<file path="config.mk">
export PLATFORM = sky130hd
export DESIGN_NAME = dubt_cell
export DESIGN_NICKNAME = d
export VERILOG_FILES = /design/src/rtl/core/dubt_pkg.sv /design/src/rtl/core/dubt_cell.sv
export SDC_FILE = /design/constraint.sdc
export NUM_CORES = 1
export LEC_CHECK = 0
export ABC_AREA = 1
export BUFFER_PORTS_ARGS = -buffer_cell sky130_fd_sc_hd__buf_4
export CORE_MARGIN = 8
export CORE_UTILIZATION = 58
export DETAILED_ROUTE_END_ITERATION = 6
export PLACE_DENSITY = 0.89
export SLEW_MARGIN = 20
export SYNTH_ARGS = -nofsm -noshare
export SYNTH_HDL_FRONTEND = slang
export SYNTH_SLANG_ARGS = --single-unit
</file>
<file path="constraint.sdc">
create_clock -name clk -period 6.4 [get_ports clk]
set_input_delay 1.28 -clock clk [delete_from_list [all_inputs] [get_ports clk]]
set_output_delay 1.28 -clock clk [all_outputs]
set_load 0.01 [all_outputs]
</file>
<file path="src/rtl/core/dubt_pkg.sv">
// dubt_pkg: shared constants, types and codes of the universe buffer table
// no dependencies
`timescale 1ns / 1ps
package dubt_pkg;
  localparam int MAX_BUFFERS_DEF = 32;
  localparam int SLOTS_DEF = 512;

  localparam logic [1:0] ACT_BYTE = 2'd0;
  localparam logic [1:0] ACT_END  = 2'd1;
  localparam logic [1:0] ACT_TICK = 2'd2;
  localparam logic [1:0] ACT_READ = 2'd3;

  localparam logic [2:0] REG_PIXEL_MODE = 3'd0;
  localparam logic [2:0] REG_START      = 3'd1;
  localparam logic [2:0] REG_COUNT      = 3'd2;
  localparam logic [2:0] REG_EFFECT     = 3'd3;
  localparam logic [2:0] REG_ALL        = 3'd4;
  localparam logic [2:0] REG_TIMEOUT    = 3'd5;

  typedef struct packed {
    logic        pixel_mode;
    logic [15:0] start_universe;
    logic [15:0] effect_universe;
    logic [15:0] all_universe;
    logic [15:0] timeout_ms;
    logic [1:0]  action;
    logic [15:0] universe;
    logic [31:0] now_ms;
  } cell_cmd_t;

  typedef struct packed {
    logic       found;
    logic [6:0] index;
  } cell_hit_t;
endpackage

</file>
<file path="src/rtl/core/dubt_cell.sv">
// dubt_cell: one buffer entry with tag compare, valid flag and last-seen time
// depends on dubt_pkg
`timescale 1ns / 1ps
module dubt_cell #(
  parameter int IDX = 0
) (
  input  logic               clk,
  input  logic               rst_n,
  input  logic               active,
  input  logic               clear,
  input  logic               step,
  input  dubt_pkg::cell_cmd_t cmd,
  input  dubt_pkg::cell_hit_t hit_in,
  output dubt_pkg::cell_hit_t hit_out,
  input  logic               stamp,
  input  logic [6:0]         stamp_idx,
  output logic               valid
);
  logic        valid_r, valid_nxt;
  logic [31:0] seen_r, seen_nxt;
  logic [15:0] tag;
  logic [31:0] age;

  always_comb begin
    if (cmd.pixel_mode) tag = cmd.start_universe + 16'(IDX);
    else if (IDX == 0) tag = cmd.effect_universe;
    else tag = cmd.all_universe;
    hit_out = hit_in;
    if (!hit_in.found && active && tag == cmd.universe) begin
      hit_out.found = 1'b1;
      hit_out.index = 7'(IDX);
    end
    age = cmd.now_ms - seen_r;
    valid_nxt = valid_r;
    seen_nxt = seen_r;
    if (step && cmd.action == dubt_pkg::ACT_TICK && active && age > {16'd0, cmd.timeout_ms})
      valid_nxt = 1'b0;
    if (stamp && stamp_idx == 7'(IDX)) begin
      valid_nxt = 1'b1;
      seen_nxt = cmd.now_ms;
    end
    if (clear) valid_nxt = 1'b0;
  end

  always_ff @(posedge clk) begin
    if (!rst_n) begin
      valid_r <= 1'b0;
      seen_r <= '0;
    end else begin
      valid_r <= valid_nxt;
      seen_r <= seen_nxt;
    end
  end
  assign valid = valid_r & active;
endmodule

</file>
==> results of run 1 <==
==> cell families after synthesis <==
logic type,Yosys count
XOR/XNOR,23
AND/OR/NAND/NOR,446
AO/OA/AOI/OAI,62
buffers and inverters,208
flip-flops,33
adder cells (fa/ha/maj),48
multiplexers,16
==> cell usage after synthesis (9+ instances only) <==
library cell | number | area [um^2]
inv_1 | 193 | 724
clkbuf_1 | 9 | 33.8
mux2i_1 | 14 | 140
nand3_1 | 29 | 145
nor2_1 | 89 | 334
a211oi_1 | 32 | 240
ha_1 | 47 | 588
nand2_2 | 10 | 62.6
a21oi_1 | 20 | 100
xor2_1 | 16 | 140
nand2_1 | 277 | 1040
dfxtp_1 | 33 | 661
nand4_1 | 10 | 62.6
==> metrics by stage <==
step	total power [mW]	area [um^2]	util, %	hold WS [ps]	setup WS [ps]
after CTS	0.658	5840	72.5	472	2190
after global routing	0.712	5840	72.6	486	2080
after global placement	0.488	5750	71.4	453	2150
after detailed placement	0.495	5750	71.4	458	2100
after floorplan	0.390	4710	-	443	2580
final	0.658	5840	72.6	472	2210
==> worst min-delay path: stages, from the launching register on <==
cell	delay, ps
dfxtp_1	300
inv_1	70
a211oi_1	70
==> per-layer routing <==
layer / global-route usage, % / share of wire (%)
met4: 4.92 / 1.7
met3: 2.90 / 6.7
met2: 39.5 / 47
met1: 29.0 / 45
met5: 0 / 0
==> how the worst max path moves through the flow <==
stage | from | endpoint | slack (ps)
finish | cmd[114] | hit_out[5] | 2210
global route | cmd[114] | hit_out[4] | 2080
CTS | cmd[114] | hit_out[4] | 2190
detailed placement | cmd[14] | valid_r | 2100
global placement | cmd[14] | valid_r | 2150
floorplan | cmd[114] | hit_out[0] | 2580
==> report_power, final <==
group          total [mW]  leakage, nW  switching [mW]  internal [mW]
combinational       0.288         3.17           0.157          0.131
sequential          0.206        0.266        0.000230          0.206
clock               0.164       0.0443          0.0785         0.0854
total               0.658         3.48           0.235          0.423
==> sequential cells by signal, summed over array words and instances, names as in the netlist <==
register and cells:
seen_r 32, valid_r 1
==> cell type report <==
| type | instances | area, um^2 |
|---|---|---|
| Clock buffer | 7 | 86.3 |
| Fill cell | 715 | 2210 |
| Inverter | 197 | 739 |
| Multi-Input combinational cell | 595 | 3260 |
| Sequential cell | 33 | 661 |
| Tap cell | 105 | 131 |
| Timing Repair Buffer | 129 | 968 |
==> results.sh, run 1 <==
export IMPL_rr_startpoint="seen_r[14]"
export IMPL_min_period_ps=4190
export IMPL_numCtsBuffers=5
export IMPL_synth_compound_area_share_pct=8.52
export IMPL_insertedDiodeCount=0
export IMPL_core_um2=8050
export IMPL_r2r_cells=26
export IMPL_die_h_um=106
export IMPL_cellPowerDensity_nw_per_um2=113
export IMPL_antenna_found_initial=0
export IMPL_synthSimpleGateAreaFrac_pct=39.8
export IMPL_path_buf_inv=3
export IMPL_synthArstFlopShare_pct=0
export IMPL_synth_seq_area_share_pct=14.0
export IMPL_finalClockSkew_ps=4.07
export IMPL_endpoint_kind="output pin"
export IMPL_finalNetCount=1145
export IMPL_start_kind="primary input"
export IMPL_cp_arrival_ps=2910
export IMPL_dr_pass1_iters=5
export IMPL_drive_above_1_share_pct=17.5
export IMPL_gr_usage_all_layers_pct=22.7
export IMPL_min_to="seen_r[6]"
export IMPL_clock_root_buffer="clkbuf_8"
export IMPL_layout_commonest_cell="nand2_1"
export IMPL_viasPerCell=4.96
export IMPL_rsz0062_at_grt="false"
export IMPL_hold_buffers=0
export IMPL_path_delay_family="simple AND/OR/NAND/NOR gates"
export IMPL_cts_setup_buffers=0
export IMPL_wl_per_cell_um=12.2
export IMPL_critPathKind="in -> out"
export IMPL_p_leak_nw=3.48
export IMPL_grt_pass1_vias=4858
export IMPL_setup_violations=0
export IMPL_drc_errors=0
export IMPL_crit_fanout=16
export IMPL_whs_path_depth=2
export IMPL_hold_viol=0
export IMPL_initial_core_util_pct=58.6
export IMPL_status="finished clean"
export IMPL_dp_cells=1059
export IMPL_grt_max_degree=63
export IMPL_required_ps=5120
export IMPL_io_buffers=128
export IMPL_slew_viol_final=0
export IMPL_die_area_um2=11300
export IMPL_clock_fmax_mhz=238
export IMPL_fin_cells=1066
export IMPL_hold_path_class="reg -> reg"
export IMPL_path_common_cell="buf_4"
export IMPL_r2r_end="valid_r"
export IMPL_pin_count=145
export IMPL_hp_start="seen_r[6]"
export IMPL_cp_depth=10
export IMPL_yosysUniqueCellTypes=36
export IMPL_ant_nets=0
export IMPL_final_cell_mix="276 x nand2_1, 193 x inv_1, 129 x buf_4"
export IMPL_area_growth_synth_to_final_pct=23.9
export IMPL_ys_warn_count=0
export IMPL_grt_pass1_wl_um=21600
export IMPL_synth_edf_count=0
export IMPL_critPathMaxStageDelay_ps=260
export IMPL_syn_area_per_cell_um2=5.64
export IMPL_die_w_um=106
export IMPL_place_congestion=0.959
export IMPL_wirelength_um=13100
export IMPL_synth_mux_area_share_pct=3.45
export IMPL_cts_resized=0
export IMPL_clockBufferDepth=2
export IMPL_syn_area_um2=4710
export IMPL_final_setup_tns_ps=0
export IMPL_overflow=0
export IMPL_synth_top_family_by_area="simple AND/OR/NAND/NOR gates"
export IMPL_syn_instance_count=836
export IMPL_clock_sinks=33
export IMPL_synth_adder_area_share_pct=12.9
export IMPL_slew_headroom_pct=59.1
export IMPL_clkTransAtPathRegs_ps=60
export IMPL_maxCapViolCount=0
export IMPL_cts_tree="built"
export IMPL_synth_xor_area_share_pct=4.27
export IMPL_hpwl_um=11100
export IMPL_cp_cell_sequence="buf_4 -> mux2i_1 -> nor2_1 -> a211oi_1 -> nand3_1 -> nor4_2 -> nand3_2 -> nand2_1 -> inv_1 -> buf_4"
export IMPL_via_count=5284
export IMPL_ir_worst_vdd_mv=0.0830
export IMPL_ys_ff_latch=33
export IMPL_tightest_slew_ps=614
export IMPL_syn_nets=1020
export IMPL_reg2reg_slack_ps=3100
export IMPL_period_share_pct=65.5
export IMPL_num_rows=33
export IMPL_drtIter0Drc=411
export IMPL_crit_slowest_cell="mux2i_1"
export IMPL_worstSkewPairLatency_ps=280
export IMPL_ctsHtreeMaxLevel=2
export IMPL_synth_flop_cell="dfxtp_1"
No activity file was read; power rests on OpenSTA's default activity.
==> run 2: changes to the inputs <==
Settings changed: CORE_UTILIZATION 58 to 48, PLACE_DENSITY 0.89 to 0.78.
Clock period 6.4 ns to 3.8 ns, I/O delays scaled along.
==> results.sh, run 2 (synthesis results as in run 1) <==
export IMPL_hold_buffers=0
export IMPL_drive_above_1_share_pct=17.9
export IMPL_slew_headroom_pct=28.6
export IMPL_hp_start="valid_r"
export IMPL_slew_viol_final=0
export IMPL_ant_nets=0
export IMPL_start_kind="primary input"
export IMPL_drc_errors=0
export IMPL_drtIter0Drc=295
export IMPL_layout_commonest_cell="nand2_1"
export IMPL_numCtsBuffers=5
export IMPL_initial_core_util_pct=48.9
export IMPL_clock_root_buffer="clkbuf_8"
export IMPL_endpoint_kind="flip-flop"
export IMPL_reg2reg_slack_ps=570
export IMPL_area_growth_synth_to_final_pct=25.3
export IMPL_die_w_um=115
export IMPL_hpwl_um=11400
export IMPL_fillers=1004
export IMPL_cts_setup_buffers=0
export IMPL_ctsHtreeMaxLevel=2
export IMPL_rsz0062_at_grt="false"
export IMPL_required_ps=4010
export IMPL_cellPowerDensity_nw_per_um2=188
export IMPL_gr_usage_all_layers_pct=19.5
export IMPL_hold_viol=0
export IMPL_wirelength_um=13100
export IMPL_setup_slack_ps=319
export IMPL_p_leak_nw=3.48
export IMPL_setup_violations=0
export IMPL_hold_path_class="reg -> reg"
export IMPL_cp_arrival_ps=3690
export IMPL_io_buffers=128
export IMPL_largest_register="seen_r"
export IMPL_path_buf_inv=4
export IMPL_clockBufferDepth=2
export IMPL_clock_sinks=33
export IMPL_multiInputGateArea_um2=3250
export IMPL_die_h_um=115
export IMPL_overflow=0
export IMPL_seq_area_um2=661
export IMPL_via_count=5222
export IMPL_clock_fmax_mhz=287
export IMPL_reg_top3="seen_r: 32 flops, valid_r: 1 flops"
export IMPL_insertedDiodeCount=0
export IMPL_crit_fanout=4
export IMPL_num_rows=36
export IMPL_antenna_found_initial=0
export IMPL_path_delay_family="simple AND/OR/NAND/NOR gates"
export IMPL_pre_cts_slack_ps=53.9
export IMPL_pin_count=145
export IMPL_r2r_end="valid_r"
export IMPL_min_to="valid_r"
export IMPL_viasPerCell=4.76
export IMPL_dr_pass1_iters=5
export IMPL_grt_pass1_wl_um=21400
export IMPL_critPathMaxStageDelay_ps=340
export IMPL_wl_per_cell_um=11.9
export IMPL_cts_resized=0
export IMPL_largest_reg_flops=32
export IMPL_path_common_cell="nand2_1"
export IMPL_die_area_um2=13200
export IMPL_finalClockSkew_ps=3.91
export IMPL_clkTransAtPathRegs_ps=70
export IMPL_status="finished clean"
export IMPL_tightest_slew_ps=1070
export IMPL_whs_path_depth=2
export IMPL_core_um2=9640
export IMPL_ir_worst_vdd_mv=0.113
export IMPL_crit_slowest_cell="ha_1"
export IMPL_critPathKind="in -> reg"
export IMPL_worstSkewPairLatency_ps=290
export IMPL_grt_max_degree=63
export IMPL_place_congestion=0.920
export IMPL_grt_pass1_vias=4797
export IMPL_finalNetCount=1149
export IMPL_cts_tree="built"
export IMPL_r2r_cells=26
export IMPL_final_cell_mix="276 x nand2_1, 193 x inv_1, 133 x buf_4"
export IMPL_maxCapViolCount=0
export IMPL_min_period_ps=3480
export IMPL_rr_startpoint="seen_r[14]"
export IMPL_period_share_pct=91.6
export IMPL_final_setup_tns_ps=0
## run 2: changes by cell type in the layout (fill, tap and decap cells not counted)
cell / before / now
nand2_4: 1 / 0
buf_4: 129 / 133
nand2_2: 10 / 11
nor2_2: 3 / 4
nor2_1: 89 / 88
## run 2: tightest hold or removal path, cell delays in order, from the launching register on
cell and delay, ps:
dfxtp_1 310, nand2_1 70, a21oi_2 40
## run 2: final cells by class
cell class / instances / area share, %
multi-input cells: 595 / 55.1
clock buffers: 7 / 1.46
repair buffers: 133 / 16.9
well taps: 133 / 2.82
flip-flops and latches: 33 / 11.2
inverters: 197 / 12.5
## run 2: through the flow
step / instance area [um^2] / cells / util, % / total power [mW] / hold WS, ps
after detailed placement: 5820 / 1091 / 60.3 / 0.838 / 459
after CTS: 5900 / 1098 / 61.2 / 1.12 / 473
after global routing: 5910 / 1098 / 61.3 / 1.20 / 489
after floorplan: 4710 / 836 / - / 0.657 / 443
final: 5910 / 1098 / 61.3 / 1.11 / 470
after global placement: 5820 / 1091 / 60.3 / 0.829 / 455
## run 2: layer usage
layer	track usage, %	up-vias	share of wire, %	routed length (um)
met5	0	-	0	0
met2	34.3	152	46	6100
met4	4.12	0	1.3	172
li1	-	2820	-	-
met3	2.57	14	5.9	771
met1	24.6	2236	46	6080
## run 2: report_power, final
group	switching (mW)	internal (mW)	leakage [nW]	total (mW)
combinational	0.261	0.224	3.17	0.484
clock	0.134	0.144	0.0443	0.278
sequential	0.000398	0.347	0.266	0.347
total	0.395	0.715	3.48	1.11
## run 2: worst max-delay path by stage
stage | from | end | slack (ps) | cells after the start
5_1_grt | cmd[14] | valid_r | 8 | 26
6_report | cmd[14] | valid_r | 320 | 26
4_1_cts | cmd[14] | valid_r | 340 | 26
2_1_floorplan | cmd[0] | valid_r | 600 | 24
3_5_place_dp | cmd[14] | valid_r | 50 | 26
3_3_place_gp | cmd[14] | valid_r | 110 | 26
==> run 3: changes to the inputs <==
Settings changed: CAP_MARGIN set to 20, CORE_MARGIN 8 to unset, CTS_BUF_LIST set to sky130_fd_sc_hd__clkbuf_16.
==> results.sh, run 3 (synthesis results as in run 1) <==
export IMPL_drtIter0Drc=233
export IMPL_start_kind="primary input"
export IMPL_setup_slack_ps=360
export IMPL_viasPerCell=4.80
export IMPL_crit_fanout=4
export IMPL_clock_fmax_mhz=291
export IMPL_grt_pass1_vias=4748
export IMPL_overflow=0
export IMPL_clkTransAtPathRegs_ps=50
export IMPL_reg2reg_slack_ps=610
export IMPL_hp_start="valid_r"
export IMPL_pre_cts_slack_ps=61.2
export IMPL_fin_area_um2=5970
export IMPL_place_congestion=0.929
export IMPL_cts_tree="built"
export IMPL_drc_errors=0
export IMPL_layout_commonest_cell="nand2_1"
export IMPL_gr_usage_all_layers_pct=24.8
export IMPL_required_ps=4010
export IMPL_slew_viol_final=0
export IMPL_r2r_cells=25
export IMPL_numCtsBuffers=5
export IMPL_status="finished clean"
export IMPL_finalNetCount=1150
export IMPL_largest_register="seen_r"
export IMPL_reg_top3="seen_r: 32 flops, valid_r: 1 flops"
export IMPL_ctsHtreeMaxLevel=2
export IMPL_wirelength_um=12400
export IMPL_grt_pass1_wl_um=20300
export IMPL_ir_worst_vdd_mv=0.155
export IMPL_num_rows=35
export IMPL_die_area_um2=10200
export IMPL_fillers=931
export IMPL_clock_root_buffer="clkbuf_16"
export IMPL_cellPowerDensity_nw_per_um2=205
export IMPL_die_h_um=101
export IMPL_via_count=5258
export IMPL_ant_nets=0
export IMPL_whs_path_depth=2
export IMPL_tightest_slew_ps=706
export IMPL_slew_headroom_pct=52.9
export IMPL_area_growth_synth_to_final_pct=26.5
export IMPL_setup_violations=0
export IMPL_hold_path_class="reg -> reg"
export IMPL_grt_max_degree=63
export IMPL_worstSkewPairLatency_ps=280
export IMPL_insertedDiodeCount=0
export IMPL_critPathKind="in -> reg"
export IMPL_min_to="valid_r"
export IMPL_die_w_um=101
export IMPL_endpoint_kind="flip-flop"
export IMPL_finalClockSkew_ps=4.26
export IMPL_clock_sinks=33
export IMPL_clockBufferDepth=2
export IMPL_antenna_found_initial=0
export IMPL_period_share_pct=90.5
export IMPL_drive_above_1_share_pct=18.0
export IMPL_dr_pass1_iters=5
export IMPL_maxCapViolCount=0
export IMPL_largest_reg_flops=32
export IMPL_wl_per_cell_um=11.3
export IMPL_hpwl_um=10600
export IMPL_core_um2=9370
export IMPL_final_cell_mix="276 x nand2_1, 196 x inv_1, 134 x buf_4"
export IMPL_rr_startpoint="seen_r[12]"
export IMPL_postPlaceCellArea_um2=5820
export IMPL_hold_viol=0
export IMPL_initial_core_util_pct=50.3
export IMPL_r2r_end="valid_r"
export IMPL_min_period_ps=3440
export IMPL_cp_arrival_ps=3650
export IMPL_io_buffers=128
export IMPL_finalPower_mw=1.22
export IMPL_p_leak_nw=3.54
export IMPL_pin_count=145
run 3: cell types whose count changed in the layout (fill, tap and decap cells not counted), sizes merged:
cell    change
inv         +3
buf         +1
clkbuf      -2
run 3: timing repair:
action	4_1_cts	5_1_grt
resized for setup	0	2
endpoints found under the setup margin	0	1
hold buffers	0	0
setup buffers	0	0
run 3: per-layer routing:
metal,vias to the layer above,track usage [%],share of wire (%)
li1,2824,-,-
met1,2259,30.7,45
met2,154,43.7,46
met3,21,4.58,6.9
met4,0,7.02,2.1
met5,-,0,0
run 3: where the power goes:
group	switching (mW)	internal, mW	leakage (nW)
clock network	0.151	0.236	0.0776
registers	0.000400	0.348	0.266
logic	0.264	0.225	3.19
run 3: worst max path at each step:
stage	start	end	slack, ps	cells past startpoint
floorplan	cmd[0]	valid_r	600	24
global placement	cmd[6]	valid_r	90	26
detailed placement	cmd[6]	valid_r	60	26
CTS	cmd[6]	valid_r	340	26
global route	cmd[11]	valid_r	-0.1	25
finish	cmd[11]	valid_r	360	25
run 3: critical path: stages:
cell and delay (ps):
buf_4 120, ha_1 340, nand2_1 140, nor2_1 230, nand2_1 80, nand2_1 80
inv_1 40, nand2_1 140, xor2_1 210, ha_1 270, nand2_1 100, inv_1 40
nand2_1 50, nand2_1 50, a21oi_1 150, nand3_1 100, nand2_1 90, nand3_1 100
nor2_1 110, nand2_1 50, nor2_1 80, nand2_1 80, nand2_1 70, nand2_1 60
a21oi_2 100
run 3: metrics by stage:
step                      hold slack (ps)  util (%)  TNS (ps)  std cells
after global placement                456      62.1         0       1088
after floorplan                       443         -         0        836
after detailed placement              458      62.1         0       1088
after CTS                             470      63.6         0       1096
final                                 466      63.7         0       1096
after global routing                  492      63.7    -0.126       1096
run 3: layout make-up:
cell class                 instances  area (um^2)  share of cell area (%)
clock buffer                       5          125                    2.10
clock inverter                     3         11.3                   0.189
inverter                         197          739                    12.4
multi-input combinational        595         3260                    54.7
sequential                        33          661                    11.1
tap                              129          161                    2.71
timing repair buffer             134         1010                    16.9
